<file path="src/rtl/wave_equation_grid_step_core_assert.svh">
// Assertion macros for the wave equation grid step core.
// Used by the top level only; no other dependencies.
`ifndef WAVE_EQUATION_GRID_STEP_CORE_ASSERT_SVH
`define WAVE_EQUATION_GRID_STEP_CORE_ASSERT_SVH
`ifndef NO_ASSERTIONS
`define WEGS_ASSERT_NOW(label, ante, cons) \
  label: assert property (@(posedge clk) disable iff (rst) (ante) |-> (cons)) \
    else $error("wegs: assertion failed");
`define WEGS_ASSERT_NEXT(label, ante, cons) \
  label: assert property (@(posedge clk) disable iff (rst) (ante) |=> (cons)) \
    else $error("wegs: assertion failed");
`else
`define WEGS_ASSERT_NOW(label, ante, cons)
`define WEGS_ASSERT_NEXT(label, ante, cons)
`endif
`endif

</file>
<file path="src/rtl/wegs_pkg.sv">
// Shared types, constants and saturation helper for the grid step core.
// No dependencies.
`timescale 1ns / 1ps
package wegs_pkg;

  localparam int GRID_SIZE = 64;
  localparam int CELLS     = GRID_SIZE * GRID_SIZE;
  localparam int IDX_W     = $clog2(CELLS);
  localparam int CRD_W     = $clog2(GRID_SIZE + 1);
  localparam int ADDR_W    = 5;

  // register indexes
  localparam logic [2:0] REG_GAIN     = 3'd0;
  localparam logic [2:0] REG_DT       = 3'd1;
  localparam logic [2:0] REG_SRC_ACC  = 3'd2;
  localparam logic [2:0] REG_SRC_COL  = 3'd3;
  localparam logic [2:0] REG_SRC_ROW  = 3'd4;
  localparam logic [2:0] REG_SRC_STEP = 3'd5;
  localparam logic [2:0] REG_WALL_COL = 3'd6;

  localparam logic MODE_STEP = 1'b0;
  localparam logic MODE_READ = 1'b1;

  localparam logic [15:0] STEP_MAX = 16'hFFFF;

  typedef struct packed {
    logic signed [31:0] laplace_gain;
    logic [30:0]        time_step;
    logic signed [31:0] source_accel;
    logic [5:0]         source_column;
    logic [5:0]         source_row_base;
    logic [15:0]        source_steps;
    logic [5:0]         wall_column;
  } cfg_t;

  typedef struct packed {
    logic clear;
    logic sweep;
    logic cnt_clr;
    logic capture;
    logic read;
    logic count_step;
    logic load_out;
  } cmd_t;

  typedef struct packed {
    logic clear_last;
    logic sweep_last;
    logic pipe_busy;
    logic out_free;
  } stat_t;

  typedef enum logic [2:0] {
    ST_CLEAR, ST_IDLE, ST_SWEEP, ST_DRAIN, ST_READ, ST_RESP
  } state_t;

  // clamp a wide signed value to the 32-bit range
  function automatic logic signed [31:0] sat32(logic signed [63:0] v);
    logic signed [63:0] hi;
    logic signed [63:0] lo;
    hi = 64'sd2147483647;
    lo = -64'sd2147483648;
    if (v > hi) return 32'sh7FFFFFFF;
    if (v < lo) return 32'sh80000000;
    return v[31:0];
  endfunction

endpackage

</file>
<file path="src/rtl/wegs_cfg.sv">
// APB register file for the grid step core.
// Depends on wegs_pkg.
`timescale 1ns / 1ps
module wegs_cfg import wegs_pkg::*; (
  input  logic              clk,
  input  logic              rst,
  input  logic              psel,
  input  logic              penable,
  input  logic              pwrite,
  input  logic [ADDR_W-1:0] paddr,
  input  logic [31:0]       pwdata,
  output logic [31:0]       prdata,
  output logic              pready,
  output cfg_t              cfg
);

  logic       wr;
  logic [2:0] idx;

  assign pready = 1'b1;
  assign wr     = psel && penable && pwrite;
  assign idx    = paddr[4:2];

  // write registers
  always_ff @(posedge clk) begin
    if (rst) begin
      cfg.laplace_gain    <= 32'sd65536;
      cfg.time_step       <= 31'd6554;
      cfg.source_accel    <= 32'sd2621440;
      cfg.source_column   <= 6'd20;
      cfg.source_row_base <= 6'd15;
      cfg.source_steps    <= 16'd20;
      cfg.wall_column     <= 6'd54;
    end else if (wr) begin
      unique case (idx)
        REG_GAIN:     cfg.laplace_gain    <= pwdata;
        REG_DT:       cfg.time_step       <= pwdata[30:0];
        REG_SRC_ACC:  cfg.source_accel    <= pwdata;
        REG_SRC_COL:  cfg.source_column   <= pwdata[5:0];
        REG_SRC_ROW:  cfg.source_row_base <= pwdata[5:0];
        REG_SRC_STEP: cfg.source_steps    <= pwdata[15:0];
        REG_WALL_COL: cfg.wall_column     <= pwdata[5:0];
        default: ;
      endcase
    end
  end

  // read back
  always_comb begin
    unique case (idx)
      REG_GAIN:     prdata = cfg.laplace_gain;
      REG_DT:       prdata = {1'b0, cfg.time_step};
      REG_SRC_ACC:  prdata = cfg.source_accel;
      REG_SRC_COL:  prdata = {26'd0, cfg.source_column};
      REG_SRC_ROW:  prdata = {26'd0, cfg.source_row_base};
      REG_SRC_STEP: prdata = {16'd0, cfg.source_steps};
      REG_WALL_COL: prdata = {26'd0, cfg.wall_column};
      default:      prdata = 32'd0;
    endcase
  end

endmodule

</file>
<file path="config.mk">
export PLATFORM = sky130hd
export DESIGN_NAME = wegs_cfg
export DESIGN_NICKNAME = d
export VERILOG_FILES = /design/src/rtl/wave_equation_grid_step_core_assert.svh /design/src/rtl/wegs_pkg.sv /design/src/rtl/wegs_cfg.sv
export SDC_FILE = /design/constraint.sdc
export NUM_CORES = 1
export LEC_CHECK = 0
export ABC_AREA = 1
export BUFFER_PORTS_ARGS = -buffer_cell sky130_fd_sc_hd__buf_2
export CORE_UTILIZATION = 50
export DETAILED_ROUTE_END_ITERATION = 8
export PLACE_DENSITY = 0.79
export SLEW_MARGIN = 20
export SYNTH_ARGS = -nofsm -noshare
export SYNTH_HDL_FRONTEND = slang
export SYNTH_SLANG_ARGS = --single-unit
</file>
<file path="constraint.sdc">
create_clock -name clk -period 2.8 [get_ports clk]
set_clock_uncertainty 0.2 [all_clocks]
set_input_delay 0.56 -clock clk [delete_from_list [all_inputs] [get_ports clk]]
set_output_delay 0.56 -clock clk [all_outputs]
set_load 0.02 [all_outputs]
</file>
==> impl_metrics.ini <==
[sta]
hold_ws_ps = 168
clock.fmax_mhz = 386
grt_setup_unrepaired = no
hold_viol_final = 0
max-slew-margin-rel = 0.621
fin_tns_setup_ps = 0
period_needed_ps = 2590
tightest_slew_ps = 568
setup_violations = 0
drv_slew = 0
fin_crit_sh = 0.925

[pwr]
p_clk_frac = 0.475
power.internal_mw = 3.29
switching_share = 0.247
p_per_area_nw_per_um2 = 550
pwr-share-seq = 0.430
power_frac_comb = 0.095
power.leakage_nw = 4.11
p_sw_mw = 1.08
ir_drop_uv = 393

[job]
cap_violations = 0

[layout]
final_common_cell = nand2_1
largest_reg_flops = 129
diodes = 0
fin_util = 0.659
nets = 1215
reg_top3 = cfg x129
top_register = cfg
drive_gt1_frac = 0.232
area_growth_pct = 28.1
layout_common_cells = nand2_1, nor2_1, buf_2

[routing]
vias = 6902
drt-initial-drc-count = 630
wl_mm = 18.6
wl_per_cell_um = 13.8
first_pass_iters = 5
drc_errors = 0
routed_via_density = 5.10
ant_nets = 0

[die]
io-pin-count = 204
fp.dieH_um = 113
start_util = 0.514
num_rows = 40
die_w_um = 113
coreArea_um2 = 12100
die-area_um2 = 12900

[logic_synthesis]
postSynthCellCount = 992
ys_seq_area_frac = 0.416
synth_area_leaders = dfxtp_1, nand2_1, nor2_1, nand3_1, inv_1
synth_top_area_share = 0.416
ys_ff_latch = 129
synth_nets = 1034
yosys_warnings = 0
yosysUniqueCellTypes = 21
yosys.area.top_type = dfxtp_1
syn_area_per_cell_um2 = 6.25
syn_area_um2 = 6200

[global_route]
grt_start_max_net_pins = 130
grtUsageTotal = 0.291
grt_pass1_vias = 5957
grt_pass1_wl_mm = 29.4
overflow = 0
antenna_found_initial = 0

[clock_tree]
htreeDepth = 4
post_cts_buffers = 0
clock-root-buffer = clkbuf_16
hold_buffers = 0
cts.sinks = 129
ctsLongestPathBuffers = 2
cts_tree = done
insertion_delay_ps = 420
numCtsBuffers = 17
cts_resized = 0
clkTransAtPathRegs_ps = 50

[worst_setup_path]
critPathSlowestCell = buf_2
critPathBufInv = 4
crit_required_ps = 2040
arrival_ps = 1830
crit_fanout = 15
cp-end-kind = primary output
critical_path.top_delay_family = buffers and inverters
worst-setup-path-type = input port to primary output
critPathLaunchType = input port
crit_path_cell_trace = buf_2 -> buf_4 -> buf_4 -> nand4_1 -> nand2_1 -> nor2_1 -> nand2_1 -> buf_2
critPathMaxStageDelay_ps = 360
ff2ff_setup_slack_ps = 1950

[place]
portBuffers = 200
finalWeightedCongestion = 0.843
dp_hpwl_mm = 12.5

[hold_path]
hold_class = input port to register

[status]
status = finished, final reports clean
-- layout make-up --
type,instances,area (um2)
fill,1131,4110
clock buffer,25,495
clock inverter,6,55.1
tap,168,210
multi-input combinational,734,3080
inverter,63,240
timing repair buffer,228,1290
sequential,129,2580
-- cell usage after synthesis (all sizes together) --
library cell and count:
nand2 310, dfxtp 129, nand3 142, conb 1
clkbuf 15, nor2 246, clkinv 1, buf 51
o21ai 7, inv 62, a21oi 1, nand4 27
-- worst register-to-register path: stages, from the launching register on --
cell and delay [ps]:
dfxtp_1 340, o21ai_0 90, nand3_1 90
-- kinds of logic (layout without fill, tap and decap cells) --
group | after synthesis | after routing | share of synthesized area
DFF | 129 | 129 | 0.416
AOI/OAI and AO/OA | 8 | 8 | 0.00645
other | 1 | 1 | 0.000605
buffers and inverters | 129 | 322 | 0.0908
and+or+nand+nor | 725 | 725 | 0.486
-- metrics by stage --
stage	setup slack [ps]	total power, mW	std cells	cell area (um2)
detailed placement	244	2.33	1322	7400
CTS	228	4.38	1353	7950
floorplan	522	2.18	992	6200
global placement	257	2.32	1322	7400
finish	211	4.37	1353	7950
global route	127	4.51	1353	7950
-- worst paths after layout --
kind              startpoint         to  cells after the start
setup / recovery    paddr[4]  prdata[0]                      8
hold / removal    pwdata[12]    cfg[78]                      3
setup reg to reg    cfg[113]   cfg[113]                      2
hold reg to reg      cfg[23]    cfg[23]                      2
-- power groups by stage --
stage	clock network (mW)	logic [mW]	registers, mW
finish	2.08	0.414	1.88
global route	2.17	0.451	1.88
CTS	2.09	0.410	1.88
detailed placement	0	0.408	1.92
global placement	0	0.404	1.92
floorplan	0	0.239	1.94
-- routing by layer --
metal	part of all wire	up-vias	routed length, um	GRT usage
met1	0.42	3116	7840	0.367
li1	-	3443	-	-
met5	0	-	0	0
met3	0.082	32	1520	0.0755
met2	0.48	311	8870	0.482
met4	0.022	0	411	0.107
No activity file was read; power rests on OpenSTA's default activity.
