===== config.mk =====
export PLATFORM = sky130hd
export DESIGN_NAME = wegs_ctrl
export DESIGN_NICKNAME = d
export VERILOG_FILES = /design/src/rtl/wave_equation_grid_step_core_assert.svh /design/src/rtl/wegs_pkg.sv /design/src/rtl/wegs_ctrl.sv
export SDC_FILE = /design/constraint.sdc
export NUM_CORES = 1
export LEC_CHECK = 0
export BUFFER_PORTS_ARGS = -buffer_cell sky130_fd_sc_hd__buf_2
export CORE_AREA = 2 2 39 41
export CTS_CLUSTER_DIAMETER = 40
export CTS_CLUSTER_SIZE = 16
export DETAILED_ROUTE_END_ITERATION = 10
export DIE_AREA = 0 0 41 43
export SLEW_MARGIN = 10
export SYNTH_ARGS = -nofsm -noshare
export SYNTH_HDL_FRONTEND = slang
export SYNTH_SLANG_ARGS = --single-unit

===== constraint.sdc =====
create_clock -name clk -period 1.3 [get_ports clk]
set_input_delay 0 -clock clk [delete_from_list [all_inputs] [get_ports clk]]
set_output_delay 0 -clock clk [all_outputs]
set_load 0.02 [all_outputs]

===== src/rtl/wave_equation_grid_step_core_assert.svh =====
// Assertion macros for the wave equation grid step core.
// Used by the top level only; no other dependencies.
`ifndef WAVE_EQUATION_GRID_STEP_CORE_ASSERT_SVH
`define WAVE_EQUATION_GRID_STEP_CORE_ASSERT_SVH
`ifndef NO_ASSERTIONS
`define WEGS_ASSERT_NOW(label, ante, cons) \
  label: assert property (@(posedge clk) disable iff (rst) (ante) |-> (cons)) \
    else $error("wegs: assertion failed");
`define WEGS_ASSERT_NEXT(label, ante, cons) \
  label: assert property (@(posedge clk) disable iff (rst) (ante) |=> (cons)) \
    else $error("wegs: assertion failed");
`else
`define WEGS_ASSERT_NOW(label, ante, cons)
`define WEGS_ASSERT_NEXT(label, ante, cons)
`endif
`endif


===== src/rtl/wegs_pkg.sv =====
// Shared types, constants and saturation helper for the grid step core.
// No dependencies.
`timescale 1ns / 1ps
package wegs_pkg;

  localparam int GRID_SIZE = 64;
  localparam int CELLS     = GRID_SIZE * GRID_SIZE;
  localparam int IDX_W     = $clog2(CELLS);
  localparam int CRD_W     = $clog2(GRID_SIZE + 1);
  localparam int ADDR_W    = 5;

  // register indexes
  localparam logic [2:0] REG_GAIN     = 3'd0;
  localparam logic [2:0] REG_DT       = 3'd1;
  localparam logic [2:0] REG_SRC_ACC  = 3'd2;
  localparam logic [2:0] REG_SRC_COL  = 3'd3;
  localparam logic [2:0] REG_SRC_ROW  = 3'd4;
  localparam logic [2:0] REG_SRC_STEP = 3'd5;
  localparam logic [2:0] REG_WALL_COL = 3'd6;

  localparam logic MODE_STEP = 1'b0;
  localparam logic MODE_READ = 1'b1;

  localparam logic [15:0] STEP_MAX = 16'hFFFF;

  typedef struct packed {
    logic signed [31:0] laplace_gain;
    logic [30:0]        time_step;
    logic signed [31:0] source_accel;
    logic [5:0]         source_column;
    logic [5:0]         source_row_base;
    logic [15:0]        source_steps;
    logic [5:0]         wall_column;
  } cfg_t;

  typedef struct packed {
    logic clear;
    logic sweep;
    logic cnt_clr;
    logic capture;
    logic read;
    logic count_step;
    logic load_out;
  } cmd_t;

  typedef struct packed {
    logic clear_last;
    logic sweep_last;
    logic pipe_busy;
    logic out_free;
  } stat_t;

  typedef enum logic [2:0] {
    ST_CLEAR, ST_IDLE, ST_SWEEP, ST_DRAIN, ST_READ, ST_RESP
  } state_t;

  // clamp a wide signed value to the 32-bit range
  function automatic logic signed [31:0] sat32(logic signed [63:0] v);
    logic signed [63:0] hi;
    logic signed [63:0] lo;
    hi = 64'sd2147483647;
    lo = -64'sd2147483648;
    if (v > hi) return 32'sh7FFFFFFF;
    if (v < lo) return 32'sh80000000;
    return v[31:0];
  endfunction

endpackage


===== src/rtl/wegs_ctrl.sv =====
// Sequencer for clearing, step sweeps and cell reads.
// Depends on wegs_pkg.
`timescale 1ns / 1ps
module wegs_ctrl import wegs_pkg::*; (
  input  logic  clk,
  input  logic  rst,
  input  logic  in_valid,
  input  logic  mode,
  output logic  in_stall,
  input  stat_t stat,
  output cmd_t  cmd
);

  state_t state, state_next;

  always_ff @(posedge clk) begin
    if (rst) state <= ST_CLEAR;
    else     state <= state_next;
  end

  // next state and commands
  always_comb begin
    state_next = state;
    cmd        = '0;
    in_stall   = 1'b1;
    unique case (state)
      ST_CLEAR: begin
        cmd.clear = 1'b1;
        if (stat.clear_last) begin
          cmd.cnt_clr = 1'b1;
          state_next  = ST_IDLE;
        end
      end
      ST_IDLE: begin
        in_stall = 1'b0;
        if (in_valid) begin
          cmd.capture = 1'b1;
          state_next  = (mode == MODE_STEP) ? ST_SWEEP : ST_READ;
        end
      end
      ST_SWEEP: begin
        cmd.sweep = 1'b1;
        if (stat.sweep_last) begin
          cmd.cnt_clr = 1'b1;
          state_next  = ST_DRAIN;
        end
      end
      ST_DRAIN: begin
        if (!stat.pipe_busy) begin
          cmd.count_step = 1'b1;
          state_next     = ST_RESP;
        end
      end
      ST_READ: begin
        cmd.read   = 1'b1;
        state_next = ST_RESP;
      end
      ST_RESP: begin
        if (stat.out_free) begin
          cmd.load_out = 1'b1;
          state_next   = ST_IDLE;
        end
      end
      default: state_next = ST_CLEAR;
    endcase
  end

endmodule


==> results of run 1 <==
-- critical path, cell delays in order (launching register included) --
cell,delay [ps]
dfxtp_1,510
and4bb_4,310
buf_2,170
-- Yosys cell counts (2+ instances only) --
cell type / instances / area [um2]
dfxtp_1: 3 / 60.1
nor2_1: 3 / 11.3
nand2_1: 2 / 7.51
buf_6: 2 / 22.5
nand3b_1: 2 / 15.0
nor3_1: 3 / 15.0
-- area by class of cell --
| class | count | area [um2] |
|---|---|---|
| Fill cell | 151 | 1040 |
| Multi-Input combinational cell | 20 | 150 |
| Timing Repair Buffer | 16 | 85.1 |
| Sequential cell | 3 | 60.1 |
| Clock buffer | 4 | 26.3 |
| Tap cell | 16 | 20.0 |
| Inverter | 1 | 3.75 |
-- cell families after synthesis --
kind of cell,after synthesis,share of synthesized area (%)
AND/OR/NAND/NOR,15,42.9
multiplexers,1,4.23
flip-flops,3,25.4
AO/OA/AOI/OAI,4,16.4
buffers and inverters,3,11.1
-- metal layers --
layer / GRT usage, % / share of wire [%] / up-vias
li1: - / - / 131
met1: 10.2 / 48 / 110
met2: 8.75 / 43 / 11
met3: 3.14 / 8.8 / 0
met4: 6.00 / 0 / 0
met5: 0 / 0 / -
-- power groups by stage --
stage               clock (mW)  sequential [mW]  combinational, mW
floorplan                    0            0.106             0.0851
finish                   0.163            0.117              0.101
global route             0.180            0.119              0.111
CTS                      0.171            0.117              0.102
global placement             0            0.117             0.0997
detailed placement           0            0.118             0.0996
-- final timing paths --
check,from,endpoint,slack (ps),cells after the start
min reg2reg,state[1],state[1],610,2
max,state[0],cmd[3],90,2
min,mode,state[2],20,3
max reg2reg,state[2],state[2],150,3
-- cells in the final DEF (no fill, tap or decap), drive strengths merged --
cell         instances
nand2                3
nand3b               2
a31oi                1
dlygate4sd3          1
mux2i                1
clkbuf               4
nor2                 3
nor3b                1
a2111oi              1
and4bb               2
inv                  1
buf                 15
nor3                 4
a22o                 1
a21oi                1
dfxtp                3
-- stage by stage --
| step | util [%] | total power, mW | cell area, um2 | hold slack, ps | std cells |
|---|---|---|---|---|---|
| floorplan | - | 0.191 | 236 | 62.4 | 26 |
| global placement | 22.3 | 0.217 | 309 | 216 | 55 |
| detailed placement | 22.3 | 0.218 | 309 | 220 | 55 |
| CTS | 25.0 | 0.390 | 345 | 11.7 | 60 |
| global route | 25.0 | 0.410 | 345 | 32.6 | 60 |
| finish | 25.0 | 0.381 | 345 | 17.6 | 60 |
==> results.py, run 1 <==
metrics = {
    "die": {
        "ios": 16,
        "initial_core_util_pct": 17.1,
        "die-area_mm2": 0.00176,
        "core_mm2": 0.00138,
        "die_w_um": 41,
        "rows": 14,
        "dieHeight_um": 43,
    },
    "synth": {
        "postSynthCellCount": 26,
        "yosysUniqueCellTypes": 17,
        "yosys_warnings": 0,
        "synthFlopType": "dfxtp_1",
        "synth_seq_cells": 3,
        "async_reset_ff_share_pct": 0,
        "yosysSeqAreaShare_pct": 25.4,
        "synth_nets": 34,
        "synth_edf_count": 0,
        "synth_area_per_cell_um2": 9.10,
        "post_synth_instance_area_um2": 236,
    },
    "power_and_ir_drop": {
        "p_seq_share_pct": 30.7,
        "p_leak_nw": 0.153,
        "p_int_mw": 0.261,
        "peakVddDrop_mv": 0.322,
        "power_frac_comb_pct": 26.5,
        "swShare_pct": 31.6,
        "power_density_mw_per_mm2": 1100,
        "switchingPower_mw": 0.120,
        "p_clk_share_pct": 42.8,
    },
    "finish": {
        "reg_top3": "state (3)",
        "areaGrowthSynthToFinish_pct": 46.0,
        "drive_above_1_share_pct": 54.5,
        "antennaDiodeCount": 0,
        "largest_reg_flops": 3,
        "top_register": "state",
        "fin_nets": 53,
    },
    "clock_tree": {
        "cts_resized": 0,
        "clock_latency_ps": 230,
        "cts-root-buf": "clkbuf_4",
        "cts.path.max_buffers": 2,
        "numClockSinks": 3,
        "cts_made_buffers": 3,
        "postCtsHoldBufs": 1,
        "clk_pin_slew_ps": 40,
        "cts_max_level": 1,
        "cts_tree": "yes",
        "cts_setup_buffers": 0,
    },
    "worst_setup_path": {
        "critPathKind": "reg -> out",
        "critPathMaxFanout": 11,
        "required_ps": 1300,
        "cp-end-kind": "primary output",
        "crit_arrival_ps": 1210,
        "critPathLaunchType": "flip-flop",
    },
    "place": {
        "dp_slack_ps": 161,
        "hpwlAfterDp_um": 440,
        "io_buffers": 15,
        "globalplace.congestion": 0.716,
    },
    "routing": {
        "dr.first_iter.drc_count": 12,
        "drc": 0,
        "vias": 252,
        "first_pass_iters": 4,
        "ant_nets": 0,
        "totalWireLength_um": 565,
        "wl_per_cell_um": 9.42,
        "avgViaCountPerCell": 4.20,
    },
    "timing": {
        "hold_violations": 0,
        "tightest_slew_ps": 336,
        "period_share_pct": 93.4,
        "setup_violations": 0,
        "timing.fmax_mhz": 824,
        "timing.setup.tns_ps": 0,
        "fin_crit_ps": 1210,
        "slew_headroom_pct": 77.5,
        "postLayoutSetupSlackWorst_ps": 86.0,
        "slew_viol_final": 0,
        "rsz0062_at_grt": "no",
        "finalClockSkew_ps": 3.23,
    },
    "hold_path": {
        "hold_class": "in -> reg",
    },
    "job": {
        "cap_violations": 0,
    },
    "global_route": {
        "grt_usage_pct": 7.51,
        "grt-ovfl-total": 0,
        "antenna_found_initial": 0,
        "grt_pass1_vias": 204,
        "grt_pass1_wl_um": 855,
        "grt_max_degree": 12,
    },
    "run_status": {
        "status": "finished clean",
    },
}
Power figures use the tool's default switching activity.
==> run 2, diff against run 1 <==
--- a/config.mk
+++ b/config.mk
@@ -11,6 +11,7 @@
 export CTS_CLUSTER_SIZE = 16
 export DETAILED_ROUTE_END_ITERATION = 10
 export DIE_AREA = 0 0 41 43
+export RECOVER_POWER = 50
 export SLEW_MARGIN = 10
 export SYNTH_ARGS = -nofsm -noshare
 export SYNTH_HDL_FRONTEND = slang
==> results.py, run 2 (synthesized netlist as in run 1, its figures left out) <==
metrics = {
    "finish": {
        "largest_reg_flops": 3,
        "areaGrowthSynthToFinish_pct": 39.7,
        "top_register": "state",
        "final_util_pct": 23.9,
        "layout_common_cells": "buf_2 (12), nor3_1 (4), clkbuf_1 (4)",
        "drive_above_1_share_pct": 43.2,
        "fin_nets": 53,
        "reg_top3": "state (3)",
        "antennaDiodeCount": 0,
        "mostFrequentLayoutCell": "buf_2",
    },
    "die": {
        "rows": 14,
        "dieHeight_um": 43,
        "core_mm2": 0.00138,
        "die-area_mm2": 0.00176,
        "ios": 16,
        "initial_core_util_pct": 17.1,
        "die_w_um": 41,
    },
    "clock_tree": {
        "cts_max_level": 1,
        "cts_tree": "yes",
        "cts_made_buffers": 3,
        "clk_pin_slew_ps": 40,
        "cts_setup_buffers": 0,
        "cts.path.max_buffers": 2,
        "numClockSinks": 3,
        "cts-root-buf": "clkbuf_4",
        "clock_latency_ps": 230,
    },
    "global_route": {
        "grt_pass1_wl_um": 855,
        "grt_max_degree": 12,
        "antenna_found_initial": 0,
        "grt_usage_pct": 7.51,
        "grt_pass1_vias": 204,
        "grt-ovfl-total": 0,
    },
    "worst_setup_path": {
        "rrSetupSlack_ps": 160,
        "worst-path-buf-inv": 1,
        "critPathMaxFanout": 11,
        "required_ps": 1300,
        "reg2regPathDepth": 3,
        "crit_family": "flip-flops",
        "critPathKind": "reg -> out",
        "cp_slowest_stage_delay_ps": 500,
        "r2r_start": "state[2]",
        "cp-end-kind": "primary output",
        "worst_path_max_delay_cell": "dfxtp_1",
        "crit_arrival_ps": 1200,
        "r2r_end": "state[2]",
        "critical_path_depth": 2,
        "critPathLaunchType": "flip-flop",
        "worstPathCellList": "and4bb_4, buf_2",
        "critPathCapture": "cmd[3]",
        "critPathLaunch": "state[0]",
    },
    "routing": {
        "avgViaCountPerCell": 4.27,
        "vias": 256,
        "wl_per_cell_um": 9.50,
        "ant_nets": 0,
        "dr.first_iter.drc_count": 18,
        "totalWireLength_um": 570,
        "first_pass_iters": 4,
        "drc": 0,
    },
    "timing": {
        "timing.fmax_mhz": 836,
        "tightest_slew_ps": 302,
        "postLayoutSetupSlackWorst_ps": 103,
        "slew_headroom_pct": 79.3,
        "timing.setup.tns_ps": 0,
        "fin_crit_ps": 1200,
        "finalClockSkew_ps": 1.57,
        "hold_violations": 0,
        "rsz0062_at_grt": "no",
        "period_share_pct": 92.1,
        "slew_viol_final": 0,
        "holdWs_ps": 15.3,
        "setup_violations": 0,
    },
    "power_and_ir_drop": {
        "p_leak_nw": 0.142,
        "peakVddDrop_mv": 0.318,
        "p_total_mw": 0.375,
        "power_density_mw_per_mm2": 1140,
    },
    "hold_path": {
        "hold_class": "in -> reg",
        "worstHoldStart": "mode",
    },
    "place": {
        "globalplace.congestion": 0.716,
        "hpwlAfterDp_um": 440,
        "io_buffers": 15,
        "dp_slack_ps": 161,
    },
    "run_status": {
        "status": "finished clean",
    },
    "job": {
        "cap_violations": 0,
    },
}
run 2: cell count changes in the layout (fill, tap and decap cells not counted):
cell	previous run	this run
a2111oi_0	0	1
buf_2	15	12
nor3_1	3	4
clkbuf_1	1	4
nor3_2	1	0
a2111oi_2	1	0
run 2: worst min path at each step:
stage | to | depth (start not counted)
2_1_floorplan | state[2] | 1
3_3_place_gp | state[2] | 2
3_5_place_dp | state[2] | 2
4_1_cts | state[2] | 3
5_1_grt | state[2] | 3
6_report | state[2] | 3
run 2: timing repair:
| item | CTS | global route |
|---|---|---|
| setup endpoints to repair | 0 | 0 |
| gates resized for setup | 0 | 0 |
| hold endpoints to repair | 3 | 0 |
| hold buffers | 1 | 0 |
run 2: cell type report:
cell class	instances	area [um2]
Sequential cell	3	60.1
Multi-Input combinational cell	20	139
Fill cell	154	1050
Tap cell	16	20.0
Clock buffer	4	26.3
Timing Repair Buffer	16	81.3
Inverter	1	3.75
run 2: power breakdown:
part / switching, mW / internal [mW]
Clock: 0.0497 / 0.115
Combinational: 0.0531 / 0.0412
Sequential: 0.0165 / 0.0997
run 2: metrics by stage:
step           cell area, um2  cells
2_1_floorplan             236     26
3_3_place_gp              309     55
3_5_place_dp              309     55
4_1_cts                   345     60
5_1_grt                   330     60
6_report                  330     60
run 2: tightest hold or removal path: cells and delay by family:
kind / cells / cell delay [ps]
simple gates: 1 / 50
buf+inv: 1 / 110
compound gates: 1 / 40
run 2: layer usage:
layer  global-route usage (%)  part of all wire (%)  vias up
met5                        0                     0        -
met4                     6.00                     0        0
met3                     3.14                   8.8        0
met2                     8.75                    41       11
met1                     10.2                    50      115
li1                         -                     -      130
==> run 3, diff against run 2 <==
--- a/config.mk
+++ b/config.mk
@@ -12,6 +12,7 @@
 export DETAILED_ROUTE_END_ITERATION = 10
 export DIE_AREA = 0 0 41 43
 export RECOVER_POWER = 50
+export SETUP_SLACK_MARGIN = 0.2
 export SLEW_MARGIN = 10
 export SYNTH_ARGS = -nofsm -noshare
 export SYNTH_HDL_FRONTEND = slang
==> results.py, run 3 (synthesized netlist as in run 1, its figures left out) <==
metrics = {
    "timing": {
        "hold_violations": 0,
        "slew_viol_final": 0,
        "period_share_pct": 86.0,
        "timing.setup.tns_ps": 0,
        "fin_crit_ps": 1120,
        "timing.fmax_mhz": 895,
        "finalClockSkew_ps": 3.30,
        "slew_headroom_pct": 82.2,
        "setup_violations": 0,
        "holdWs_ps": 7.58,
        "rsz0062_at_grt": "yes",
        "tightest_slew_ps": 260,
    },
    "clock_tree": {
        "cts_max_level": 1,
        "cts.path.max_buffers": 2,
        "cts_made_buffers": 3,
        "cts-root-buf": "clkbuf_4",
        "cts_tree": "yes",
        "clk_pin_slew_ps": 40,
        "numClockSinks": 3,
        "clock_latency_ps": 230,
    },
    "die": {
        "core_mm2": 0.00138,
        "rows": 14,
        "initial_core_util_pct": 17.1,
        "die-area_mm2": 0.00176,
        "ios": 16,
        "die_w_um": 41,
        "dieHeight_um": 43,
    },
    "global_route": {
        "grt_max_degree": 12,
        "antenna_found_initial": 0,
        "grt_pass1_vias": 204,
        "grt-ovfl-total": 0,
        "grt_pass1_wl_um": 855,
        "grt_usage_pct": 7.51,
    },
    "power_and_ir_drop": {
        "power_density_mw_per_mm2": 1020,
        "peakVddDrop_mv": 0.334,
        "p_total_mw": 0.392,
        "p_leak_nw": 0.161,
    },
    "hold_path": {
        "hold_depth": 3,
        "hold_class": "in -> reg",
        "min_to": "state[2]",
        "worstHoldStart": "mode",
    },
    "routing": {
        "totalWireLength_um": 653,
        "wl_per_cell_um": 10.5,
        "dr.first_iter.drc_count": 9,
        "ant_nets": 0,
        "first_pass_iters": 4,
        "avgViaCountPerCell": 4.19,
        "vias": 260,
        "drc": 0,
    },
    "worst_setup_path": {
        "cp_slowest_stage_delay_ps": 370,
        "rrSetupSlack_ps": 280,
        "r2r_end": "state[1]",
        "critPathLaunchType": "flip-flop",
        "r2r_start": "state[1]",
        "worstPathCellList": "mux2i_1, nor3_2, buf_2",
        "critPathMaxFanout": 6,
        "required_ps": 1300,
        "crit_family": "flip-flops",
        "critPathKind": "reg -> out",
        "cp-end-kind": "primary output",
        "crit_arrival_ps": 1120,
        "worst_path_max_delay_cell": "dfxtp_4",
        "reg2regPathDepth": 3,
        "worst-path-buf-inv": 1,
    },
    "finish": {
        "final_cells": 62,
        "largest_reg_flops": 3,
        "fillCellCount": 150,
        "layout_common_cells": "buf_2 (10), buf_4 (4)",
        "fin_nets": 55,
        "top_register": "state",
        "drive_above_1_share_pct": 58.7,
        "final_util_pct": 27.8,
        "antennaDiodeCount": 0,
        "mostFrequentLayoutCell": "buf_2",
        "reg_top3": "state (3)",
        "areaGrowthSynthToFinish_pct": 63.0,
    },
    "place": {
        "hpwlAfterDp_um": 440,
        "io_buffers": 15,
        "globalplace.congestion": 0.716,
        "dpl.cell_count": 55,
    },
    "job": {
        "cap_violations": 0,
    },
    "run_status": {
        "status": "finished clean",
    },
}
run 3: changes by cell type in the layout (fill, tap and decap cells not counted), sizes merged:
cell and change:
buf +3, clkbuf -1
run 3: worst max path at each step:
| stage | from | endpoint | slack [ps] | cells after the start |
|---|---|---|---|---|
| floorplan | state[2] | state[2] | 280 | 4 |
| global placement | state[2] | state[2] | 170 | 3 |
| detailed placement | state[2] | state[2] | 160 | 3 |
| CTS | state[2] | cmd[3] | 190 | 2 |
| global route | state[1] | cmd[4] | 100 | 3 |
| finish | state[1] | cmd[4] | 180 | 3 |
run 3: worst register-to-register path, delay by kind of cell, from the launching register on:
| family | cells | cell delay [ps] |
|---|---|---|
| flip-flops | 1 | 350 |
| AO/OA/AOI/OAI | 1 | 310 |
| buffers and inverters | 1 | 160 |
| AND/OR/NAND/NOR | 1 | 90 |
run 3: what timing repair did:
| action | in CTS | in global routing |
|---|---|---|
| endpoints found under the hold margin | 3 | 0 |
| hold buffers | 1 | 0 |
| setup endpoints to repair | 8 | 5 |
| buffers inserted | 0 | 2 |
| pin swaps | 0 | 2 |
| resized for setup | 3 | 9 |
run 3: final cells by class:
cell class | count | area (um2) | share of cell area (%)
inverters | 1 | 3.75 | 0.974
repair buffers | 18 | 109 | 28.2
well taps | 16 | 20.0 | 5.19
multi-input cells | 20 | 155 | 40.3
flip-flops and latches | 3 | 71.3 | 18.5
clock buffers | 4 | 26.3 | 6.82
run 3: per-layer routing:
| layer | vias to the layer above | part of all wire, % | track usage [%] |
|---|---|---|---|
| li1 | 135 | - | - |
| met1 | 114 | 47 | 10.2 |
| met2 | 11 | 46 | 8.75 |
| met3 | 0 | 7.7 | 3.14 |
| met4 | 0 | 0 | 6.00 |
| met5 | - | 0 | 0 |
run 3: stage by stage:
step	setup WS (ps)	area, um2
4_1_cts	189	349
2_1_floorplan	282	236
5_1_grt	102	385
3_5_place_dp	161	309
6_report	182	385
3_3_place_gp	166	309
run 3: power breakdown:
| group | leakage, nW | switching [mW] | total [mW] | internal, mW |
|---|---|---|---|---|
| Combinational | 0.119 | 0.0590 | 0.111 | 0.0525 |
| Sequential | 0.0267 | 0.0174 | 0.116 | 0.0990 |
| Clock | 0.0150 | 0.0492 | 0.164 | 0.115 |
| Total | 0.161 | 0.126 | 0.392 | 0.267 |
